File: src/hdl/ifrl_pkg.sv
package ifrl_pkg;

  typedef enum logic [2:0] {
    VERD_LOCAL     = 3'd0,
    VERD_FORWARD   = 3'd1,
    VERD_BAD_VER   = 3'd2,
    VERD_BAD_LEN   = 3'd3,
    VERD_TTL       = 3'd4,
    VERD_NO_ROUTE  = 3'd5
  } verdict_e;

  localparam logic       CMD_ADD      = 1'b0;
  localparam logic       CMD_HDR      = 1'b1;
  localparam logic [3:0] IDX_VER      = 4'd0;
  localparam logic [3:0] IDX_TTL      = 4'd2;
  localparam logic [3:0] IDX_DST      = 4'd4;
  localparam logic [3:0] WIDX_MAX     = 4'd15;
  localparam logic [3:0] IPV4_VERSION = 4'd4;
  localparam logic [3:0] IHL_MIN      = 4'd5;

  typedef struct packed {
    logic [31:0] dest;
    logic [5:0]  prefix_len;
    logic [31:0] hop;
  } add_t;

  typedef struct packed {
    logic        vld;
    logic        lookup;
    logic        found;
    verdict_e    verdict;
    logic [31:0] dest;
    logic [31:0] hop;
    logic [7:0]  ttl;
    logic [15:0] csum;
  } tok_t;

  function automatic logic [31:0] prefix_mask(input logic [5:0] len);
    logic [31:0] m;
    if (len == 6'd0) begin
      m = '0;
    end else if (len >= 6'd32) begin
      m = '1;
    end else begin
      m = ~(32'hffff_ffff >> len);
    end
    return m;
  endfunction

  function automatic logic [15:0] ones_add(input logic [15:0] a, input logic [15:0] b);
    logic [16:0] s;
    s = {1'b0, a} + {1'b0, b};
    return s[15:0] + {15'd0, s[16]};
  endfunction

endpackage

File: src/hdl/ipv4_forward_route_lookup.sv
// A header word with word_last gives its result after passing through the registered stages
// in order: one parse stage, one stage per route cell, one result stage.
// Throughput: one word per cycle; busy stays low and route adds go straight into the next free route cell.
// The result strobe done_o lasts one cycle and cannot be held off by the receiver.
// Reset: asynchronous, active low; clears the route count, packet assembly, local address
// and the lookup pipeline. Route entries are left unwritten.
module ipv4_forward_route_lookup #(
  parameter int ROUTE_ENTRIES = 16
) (
  input  logic        clk_i,
  input  logic        rst_ni,
  input  logic        start,
  output logic        busy,
  input  logic        command_i,
  input  logic [31:0] route_dest_i,
  input  logic [5:0]  route_prefix_len_i,
  input  logic [31:0] route_next_hop_i,
  input  logic [31:0] header_word_i,
  input  logic        word_last_i,
  input  logic        cfg_we_i,
  input  logic [31:0] cfg_wdata_i,
  output logic        done_o,
  output logic [2:0]  verdict_o,
  output logic [31:0] next_hop_o,
  output logic [7:0]  new_ttl_o,
  output logic [15:0] new_checksum_o
);

  localparam int CW = $clog2(ROUTE_ENTRIES + 1);

  logic            acc, add_acc, hdr_acc;
  logic [CW-1:0]   ent_cnt_q, ent_cnt_d;
  logic [31:0]     local_q, local_d;
  ifrl_pkg::add_t  add;
  ifrl_pkg::tok_t  tok [ROUTE_ENTRIES+1];
  logic [CW-1:0]   cnt [ROUTE_ENTRIES+1];
  ifrl_pkg::tok_t  fin;

  logic            done_q, done_d;
  logic [2:0]      verdict_q, verdict_d;
  logic [31:0]     hop_q, hop_d;
  logic [7:0]      ttl_q, ttl_d;
  logic [15:0]     csum_q, csum_d;

  assign busy    = 1'b0;
  assign acc     = start && !busy;
  assign add_acc = acc && (command_i == ifrl_pkg::CMD_ADD);
  assign hdr_acc = acc && (command_i == ifrl_pkg::CMD_HDR);

  assign add.dest       = route_dest_i;
  assign add.prefix_len = route_prefix_len_i;
  assign add.hop        = route_next_hop_i;

  always_comb begin
    ent_cnt_d = ent_cnt_q;
    if (add_acc && (ent_cnt_q < CW'(ROUTE_ENTRIES))) begin
      ent_cnt_d = ent_cnt_q + CW'(1);
    end
    local_d = cfg_we_i ? cfg_wdata_i : local_q;
  end

  always_ff @(posedge clk_i or negedge rst_ni) begin
    if (!rst_ni) begin
      ent_cnt_q <= '0;
      local_q   <= '0;
    end else begin
      ent_cnt_q <= ent_cnt_d;
      local_q   <= local_d;
    end
  end

  ifrl_hdr #(
    .CW (CW)
  ) u_hdr (
    .clk_i    (clk_i),
    .rst_ni   (rst_ni),
    .hdr_we_i (hdr_acc),
    .word_i   (header_word_i),
    .last_i   (word_last_i),
    .local_i  (local_q),
    .cnt_i    (ent_cnt_q),
    .tok_o    (tok[0]),
    .cnt_o    (cnt[0])
  );

  for (genvar g = 0; g < ROUTE_ENTRIES; g++) begin : g_cell
    ifrl_cell #(
      .IDX (g),
      .CW  (CW)
    ) u_cell (
      .clk_i  (clk_i),
      .rst_ni (rst_ni),
      .sel_i  (add_acc && (ent_cnt_q == CW'(g))),
      .add_i  (add),
      .cnt_i  (cnt[g]),
      .tok_i  (tok[g]),
      .cnt_o  (cnt[g+1]),
      .tok_o  (tok[g+1])
    );
  end

  assign fin = tok[ROUTE_ENTRIES];

  always_comb begin
    done_d    = fin.vld;
    verdict_d = fin.verdict;
    hop_d     = '0;
    ttl_d     = fin.ttl;
    csum_d    = '0;
    if (fin.lookup) begin
      if (fin.found) begin
        verdict_d = ifrl_pkg::VERD_FORWARD;
        hop_d     = fin.hop;
        ttl_d     = fin.ttl - 8'd1;
        csum_d    = fin.csum;
      end else begin
        verdict_d = ifrl_pkg::VERD_NO_ROUTE;
      end
    end
  end

  always_ff @(posedge clk_i or negedge rst_ni) begin
    if (!rst_ni) begin
      done_q <= 1'b0;
    end else begin
      done_q <= done_d;
    end
  end

  always_ff @(posedge clk_i) begin
    verdict_q <= verdict_d;
    hop_q     <= hop_d;
    ttl_q     <= ttl_d;
    csum_q    <= csum_d;
  end

  assign done_o         = done_q;
  assign verdict_o      = verdict_q;
  assign next_hop_o     = hop_q;
  assign new_ttl_o      = ttl_q;
  assign new_checksum_o = csum_q;

endmodule

File: src/hdl/ifrl_hdr.sv
module ifrl_hdr #(
  parameter int CW = 5
) (
  input  logic                clk_i,
  input  logic                rst_ni,
  input  logic                hdr_we_i,
  input  logic [31:0]         word_i,
  input  logic                last_i,
  input  logic [31:0]         local_i,
  input  logic [CW-1:0]       cnt_i,
  output ifrl_pkg::tok_t      tok_o,
  output logic [CW-1:0]       cnt_o
);

  logic [3:0]     widx_q, widx_d, widx_n;
  logic [15:0]    sum_q, sum_d, sum_n;
  logic [15:0]    fwf_q, fwf_d, fwf_n;
  logic [31:0]    dst_q, dst_d, dst_n;
  logic [15:0]    hi, lo;
  ifrl_pkg::tok_t tok_q, tok_d;
  logic [CW-1:0]  cnt_q, cnt_d;

  always_comb begin
    if (widx_q == ifrl_pkg::IDX_VER) begin
      fwf_n = {word_i[31:24], 8'h00};
    end else if (widx_q == ifrl_pkg::IDX_TTL) begin
      fwf_n = {fwf_q[15:8], word_i[31:24]};
    end else begin
      fwf_n = fwf_q;
    end
    dst_n = (widx_q == ifrl_pkg::IDX_DST) ? word_i : dst_q;

    if (widx_q == ifrl_pkg::IDX_TTL) begin
      hi = {word_i[31:24] - 8'd1, word_i[23:16]};
      lo = '0;
    end else begin
      hi = word_i[31:16];
      lo = word_i[15:0];
    end
    sum_n = (widx_q < fwf_n[11:8]) ?
            ifrl_pkg::ones_add(ifrl_pkg::ones_add(sum_q, hi), lo) : sum_q;
    widx_n = (widx_q == ifrl_pkg::WIDX_MAX) ? widx_q : widx_q + 4'd1;

    widx_d = widx_q;
    sum_d  = sum_q;
    fwf_d  = fwf_q;
    dst_d  = dst_q;
    cnt_d  = cnt_i;

    tok_d         = '0;
    tok_d.verdict = ifrl_pkg::VERD_LOCAL;
    tok_d.dest    = dst_n;
    tok_d.ttl     = fwf_n[7:0];
    tok_d.csum    = ~sum_n;
    if (fwf_n[15:12] != ifrl_pkg::IPV4_VERSION) begin
      tok_d.verdict = ifrl_pkg::VERD_BAD_VER;
    end else if (fwf_n[11:8] < ifrl_pkg::IHL_MIN) begin
      tok_d.verdict = ifrl_pkg::VERD_BAD_LEN;
    end else if (fwf_n[7:0] == 8'd0) begin
      tok_d.verdict = ifrl_pkg::VERD_TTL;
    end else if (dst_n != local_i) begin
      tok_d.lookup = 1'b1;
    end

    if (hdr_we_i) begin
      if (last_i) begin
        tok_d.vld = 1'b1;
        widx_d    = '0;
        sum_d     = '0;
        fwf_d     = '0;
        dst_d     = '0;
      end else begin
        widx_d = widx_n;
        sum_d  = sum_n;
        fwf_d  = fwf_n;
        dst_d  = dst_n;
      end
    end
  end

  always_ff @(posedge clk_i or negedge rst_ni) begin
    if (!rst_ni) begin
      widx_q <= '0;
      sum_q  <= '0;
      fwf_q  <= '0;
      dst_q  <= '0;
      tok_q  <= '0;
    end else begin
      widx_q <= widx_d;
      sum_q  <= sum_d;
      fwf_q  <= fwf_d;
      dst_q  <= dst_d;
      tok_q  <= tok_d;
    end
  end

  always_ff @(posedge clk_i) begin
    cnt_q <= cnt_d;
  end

  assign tok_o = tok_q;
  assign cnt_o = cnt_q;

endmodule

File: src/hdl/ifrl_cell.sv
module ifrl_cell #(
  parameter int IDX = 0,
  parameter int CW  = 5
) (
  input  logic           clk_i,
  input  logic           rst_ni,
  input  logic           sel_i,
  input  ifrl_pkg::add_t add_i,
  input  logic [CW-1:0]  cnt_i,
  input  ifrl_pkg::tok_t tok_i,
  output logic [CW-1:0]  cnt_o,
  output ifrl_pkg::tok_t tok_o
);

  logic [31:0]    mask_q, mdst_q, hop_q;
  logic [31:0]    mask_d, mdst_d, hop_d;
  logic [CW-1:0]  cnt_q;
  ifrl_pkg::tok_t tok_q, tok_d;
  logic           hit;

  always_comb begin
    mask_d = mask_q;
    mdst_d = mdst_q;
    hop_d  = hop_q;
    if (sel_i) begin
      mask_d = ifrl_pkg::prefix_mask(add_i.prefix_len);
      mdst_d = add_i.dest & ifrl_pkg::prefix_mask(add_i.prefix_len);
      hop_d  = add_i.hop;
    end
  end

  assign hit = tok_i.lookup && !tok_i.found && (CW'(IDX) < cnt_i) &&
               ((tok_i.dest & mask_q) == mdst_q);

  always_comb begin
    tok_d = tok_i;
    if (hit) begin
      tok_d.found = 1'b1;
      tok_d.hop   = hop_q;
    end
  end

  always_ff @(posedge clk_i) begin
    mask_q <= mask_d;
    mdst_q <= mdst_d;
    hop_q  <= hop_d;
    cnt_q  <= cnt_i;
  end

  always_ff @(posedge clk_i or negedge rst_ni) begin
    if (!rst_ni) begin
      tok_q <= '0;
    end else begin
      tok_q <= tok_d;
    end
  end

  assign tok_o = tok_q;
  assign cnt_o = cnt_q;

endmodule

File: config.mk
export PLATFORM = sky130hd
export DESIGN_NAME = ipv4_forward_route_lookup
export DESIGN_NICKNAME = d
export VERILOG_FILES = /design/src/hdl/ifrl_pkg.sv /design/src/hdl/ipv4_forward_route_lookup.sv /design/src/hdl/ifrl_hdr.sv /design/src/hdl/ifrl_cell.sv
export SDC_FILE = /design/constraint.sdc
export NUM_CORES = 2
export LEC_CHECK = 0
export BUFFER_PORTS_ARGS = -buffer_cell sky130_fd_sc_hd__buf_4
export CAP_MARGIN = 20
export CELL_PAD_IN_SITES_DETAIL_PLACEMENT = 1
export CELL_PAD_IN_SITES_GLOBAL_PLACEMENT = 1
export CORE_AREA = 3 3 455 457
export DETAILED_ROUTE_END_ITERATION = 10
export DIE_AREA = 0 0 458 460
export GPL_TIMING_DRIVEN = 0
export PLACE_DENSITY_LB_ADDON = 0.25
export SYNTH_ARGS = -nofsm -noshare
export SYNTH_HDL_FRONTEND = slang
export SYNTH_SLANG_ARGS = --single-unit
File: constraint.sdc
create_clock -name clk_i -period 9.3 [get_ports clk_i]
set_input_delay 0.93 -clock clk_i [delete_from_list [all_inputs] [get_ports clk_i]]
set_output_delay 0.93 -clock clk_i [all_outputs]
set_load 0.01 [all_outputs]
==> reports/results.ini <==
[sta]
clock_skew_ns=0.0794
slew_viol_final=0
fmax_mhz=114
finalSetupViolations=0
setup_tns_ns=0
holdWs_ns=0.245
finalCritPeriodShare=0.945
worst_slew_pin_slew_ns=1.25
rsz0062_at_grt=false
hold_viol_final=0
slew_headroom=0.160
min_period_ns=8.79

[setup_path]
crit_required_ns=10.07
crit_path_end_kind=flop
crit_family=compound AO/OA/AOI/OAI gates
worst_path_most_repeated_cell=a21o_1
crit_type=reg2reg
cp_num_buf_inv=4
startpoint_type=flop
slowest_delay_ns=0.51
worstPathMaxFanout=19
arrival_ns=9.56
crit_slowest_cell=dfrtp_1

[floorplanning]
core_area_mm2=0.204
die_w_um=458
ios=201
chipHeight_um=460
rows=166
fp.dieArea_mm2=0.211
initial_core_util=0.538

[synthesis]
synth_nets=6270
ys_ff_latch=3310
syn_area_per_cell_um2=18.0
yosys.cell_types.count=79
synth_top_flop_cell=dfrtp_1
postSynthCellCount=6079
synth_edf_count=1536
syn-cell-area_mm2=0.110
yosysWarnings=0
yosysSeqAreaShare=0.819
async_reset_ff_frac=0.495

[pwr]
pwr-share-seq=0.520
irDropWorstVdd_mv=0.199
pwr_density_cell_mw_per_mm2=258
combPwrFrac=0.077
p_sw_frac=0.239
p_leak_nw=51.8
p_switching_mw=7.80
p_clk_frac=0.402
power.internal_mw=24.8

[clocking]
cts_buffer_depth=4
post-cts-setup-buffers=0
clkTransAtPathRegs_ns=0.07
clock-sinks=3310
cts_made_buffers=334
h-tree-depth=5
ctsRootBufferMaster=clkbuf_16
insertion_delay_ns=0.95
cts_tree=yes

[drt]
num_vias=54063
first_iter_violations=4597
ant_nets=0
drtPass1Iterations=5
wl_per_cell_um=29.4
wirelength_um=283000
drc=0
viasPerCell=5.62

[final_layout]
finalNonFillerCells=9628
drive_above_1_share=0.189
final_nets=6861
stdcell_area_mm2=0.127
fill_cells=17333
syn_to_final_growth_pct=15.5
regArea_mm2=0.0898
multi_input_area_mm2=0.0194

[grt]
antenna_found_initial=30
grt_pass1_wl_um=415000
grtUsageTotal=0.273
grt_max_degree=194
gr-total-overflow=0
grt_pass1_vias=61140

[place]
io_buffer_count=193
hpwl_um=177000
placed_cell_area_mm2=0.116
gp_congestion=0.856
dp.cells=9017

[outcome]
status=completed

[run]
drv_cap=0

[hold_path]
holdCritPathClass=in2reg

per-layer routing:
layer / vias to the layer above / share of wire / global-route usage
met5: - / 0.00019 / 0
met4: 10 / 0.056 / 0.143
met3: 634 / 0.049 / 0.0433
met2: 1792 / 0.52 / 0.477
met1: 28932 / 0.37 / 0.327
li1: 22695 / - / -
worst reg2reg max path, delay by kind of cell (launching register included):
family / cells / cell delay, ns
AND/OR/NAND/NOR: 11 / 2.85
flip-flops: 1 / 0.51
AO/OA/AOI/OAI: 15 / 3.08
adder cells (fa/ha/maj): 4 / 0.96
XOR/XNOR: 1 / 0.13
buffers and inverters: 4 / 1.06
through the flow:
| stage | utilization | setup WS, ns | total power [mW] |
|---|---|---|---|
| final | 0.621 | 0.508 | 32.6 |
| after global routing | 0.621 | 0.00758 | 33.8 |
| after CTS | 0.621 | 0.0840 | 32.9 |
| after detailed placement | 0.569 | -0.176 | 19.7 |
| after global placement | 0.561 | -13.98 | 19.5 |
| after floorplan | - | 1.62 | 18.5 |
kinds of logic after synthesis:
family / count (synthesis) / share of synthesized area
adder cells (fa/ha/maj): 51 / 0.00595
other: 1 / 0.0000342
multiplexers: 554 / 0.0564
AND/OR/NAND/NOR: 1144 / 0.0501
flip-flops: 3310 / 0.819
AO/OA/AOI/OAI: 244 / 0.0145
buffers and inverters: 174 / 0.00612
XOR/XNOR: 601 / 0.0480
what timing repair did:
action	4_1_cts	5_1_grt
endpoints found under the hold margin	57	0
resized for setup	3	2
hold buffers	1	0
setup endpoints to repair	6	8
worst paths after layout:
path,startpoint,endpoint,slack [ns],cells after the start
hold / removal,cfg_wdata_i[2],local_q[2]$_DFFE_PN0P_,0.24,2
setup / recovery,u_hdr.widx_q[3]$_DFFE_PN0P_,u_hdr.sum_q[15]$_DFFE_PN0P_,0.51,35
hold reg to reg,g_cell[7].u_cell.tok_o[3]$_DFF_PN0_,g_cell[8].u_cell.tok_o[3]$_DFF_PN0_,0.29,0
min in group asynchronous,rst_ni,g_cell[11].u_cell.tok_o[44]$_DFF_PN0_,0.57,2
max in group asynchronous,rst_ni,u_hdr.sum_q[0]$_DFFE_PN0P_,4.74,7
setup reg to reg,u_hdr.widx_q[3]$_DFFE_PN0P_,u_hdr.sum_q[15]$_DFFE_PN0P_,0.51,35
power by group through the flow:
stage | combinational, mW | clock [mW] | sequential, mW
floorplan | 1.57 | 0 | 16.9
global placement | 2.33 | 0 | 17.1
detailed placement | 2.47 | 0 | 17.2
CTS | 2.52 | 13.4 | 17.0
global route | 2.77 | 14.0 | 17.1
finish | 2.53 | 13.1 | 17.0
cell type report:
type | instances | share of cell area
clock inverters | 115 | 0.00798
inverters | 66 | 0.00195
clock buffers | 482 | 0.0755
flip-flops and latches | 3310 | 0.709
diodes | 9 | 0.000178
repair buffers | 257 | 0.0229
plain buffers | 106 | 0.00330
multi-input cells | 2595 | 0.153
well taps | 2688 | 0.0265
flip-flops by register name (all words and copies together), names as in the netlist:
| register | count |
|---|---|
| g_cell.u_cell.hop_q | 512 |
| g_cell.u_cell.cnt_o | 71 |
| g_cell.u_cell.mask_q | 512 |
| ent_cnt_q | 5 |
| new_checksum_o | 16 |
| u_hdr.widx_q | 4 |
| g_cell.u_cell.mdst_q | 512 |
| verdict_o | 3 |
| u_hdr.fwf_q | 16 |
| u_hdr.cnt_o | 5 |
| g_cell.u_cell.tok_o | 1472 |
| local_q | 32 |
| u_hdr.dst_q | 32 |
| u_hdr.tok_o | 61 |
| done_o | 1 |
| next_hop_o | 32 |
| new_ttl_o | 8 |
| u_hdr.sum_q | 16 |
cell usage in the layout (no fill, tap or decap), drive strengths merged, types with 41 or more instances in the layout:
cell,instances
inv,79
and3,60
a21oi,58
o21ai,82
buf,268
nand2,627
xor2,397
edfxtp,1536
mux2i,41
dfxtp,135
nor2,50
clkbuf,576
xnor2,204
mux2,513
nor4,65
clkinv,82
ha,49
nand4,107
and2,95
dfrtp,1639
cell usage after synthesis, drive strengths merged (13+ instances only):
library cell | n | area share
nor4 | 65 | 0.0040
nand2 | 627 | 0.021
nor4b | 13 | 0.0010
xnor2 | 204 | 0.016
mux2i | 41 | 0.0037
clkbuf | 96 | 0.0033
and2 | 95 | 0.0054
nand2b | 23 | 0.0013
mux2 | 513 | 0.053
edfxtp | 1536 | 0.42
o21ai | 82 | 0.0037
ha | 49 | 0.0056
nor3 | 30 | 0.0014
nand3 | 29 | 0.0013
nand4 | 107 | 0.0062
dfrtp | 1639 | 0.37
xor2 | 397 | 0.032
and3 | 60 | 0.0034
inv | 66 | 0.0023
dfxtp | 135 | 0.025
nor2 | 50 | 0.0017
a21oi | 58 | 0.0027
a21o | 16 | 0.0011
(Power assumes the default switching activity.)
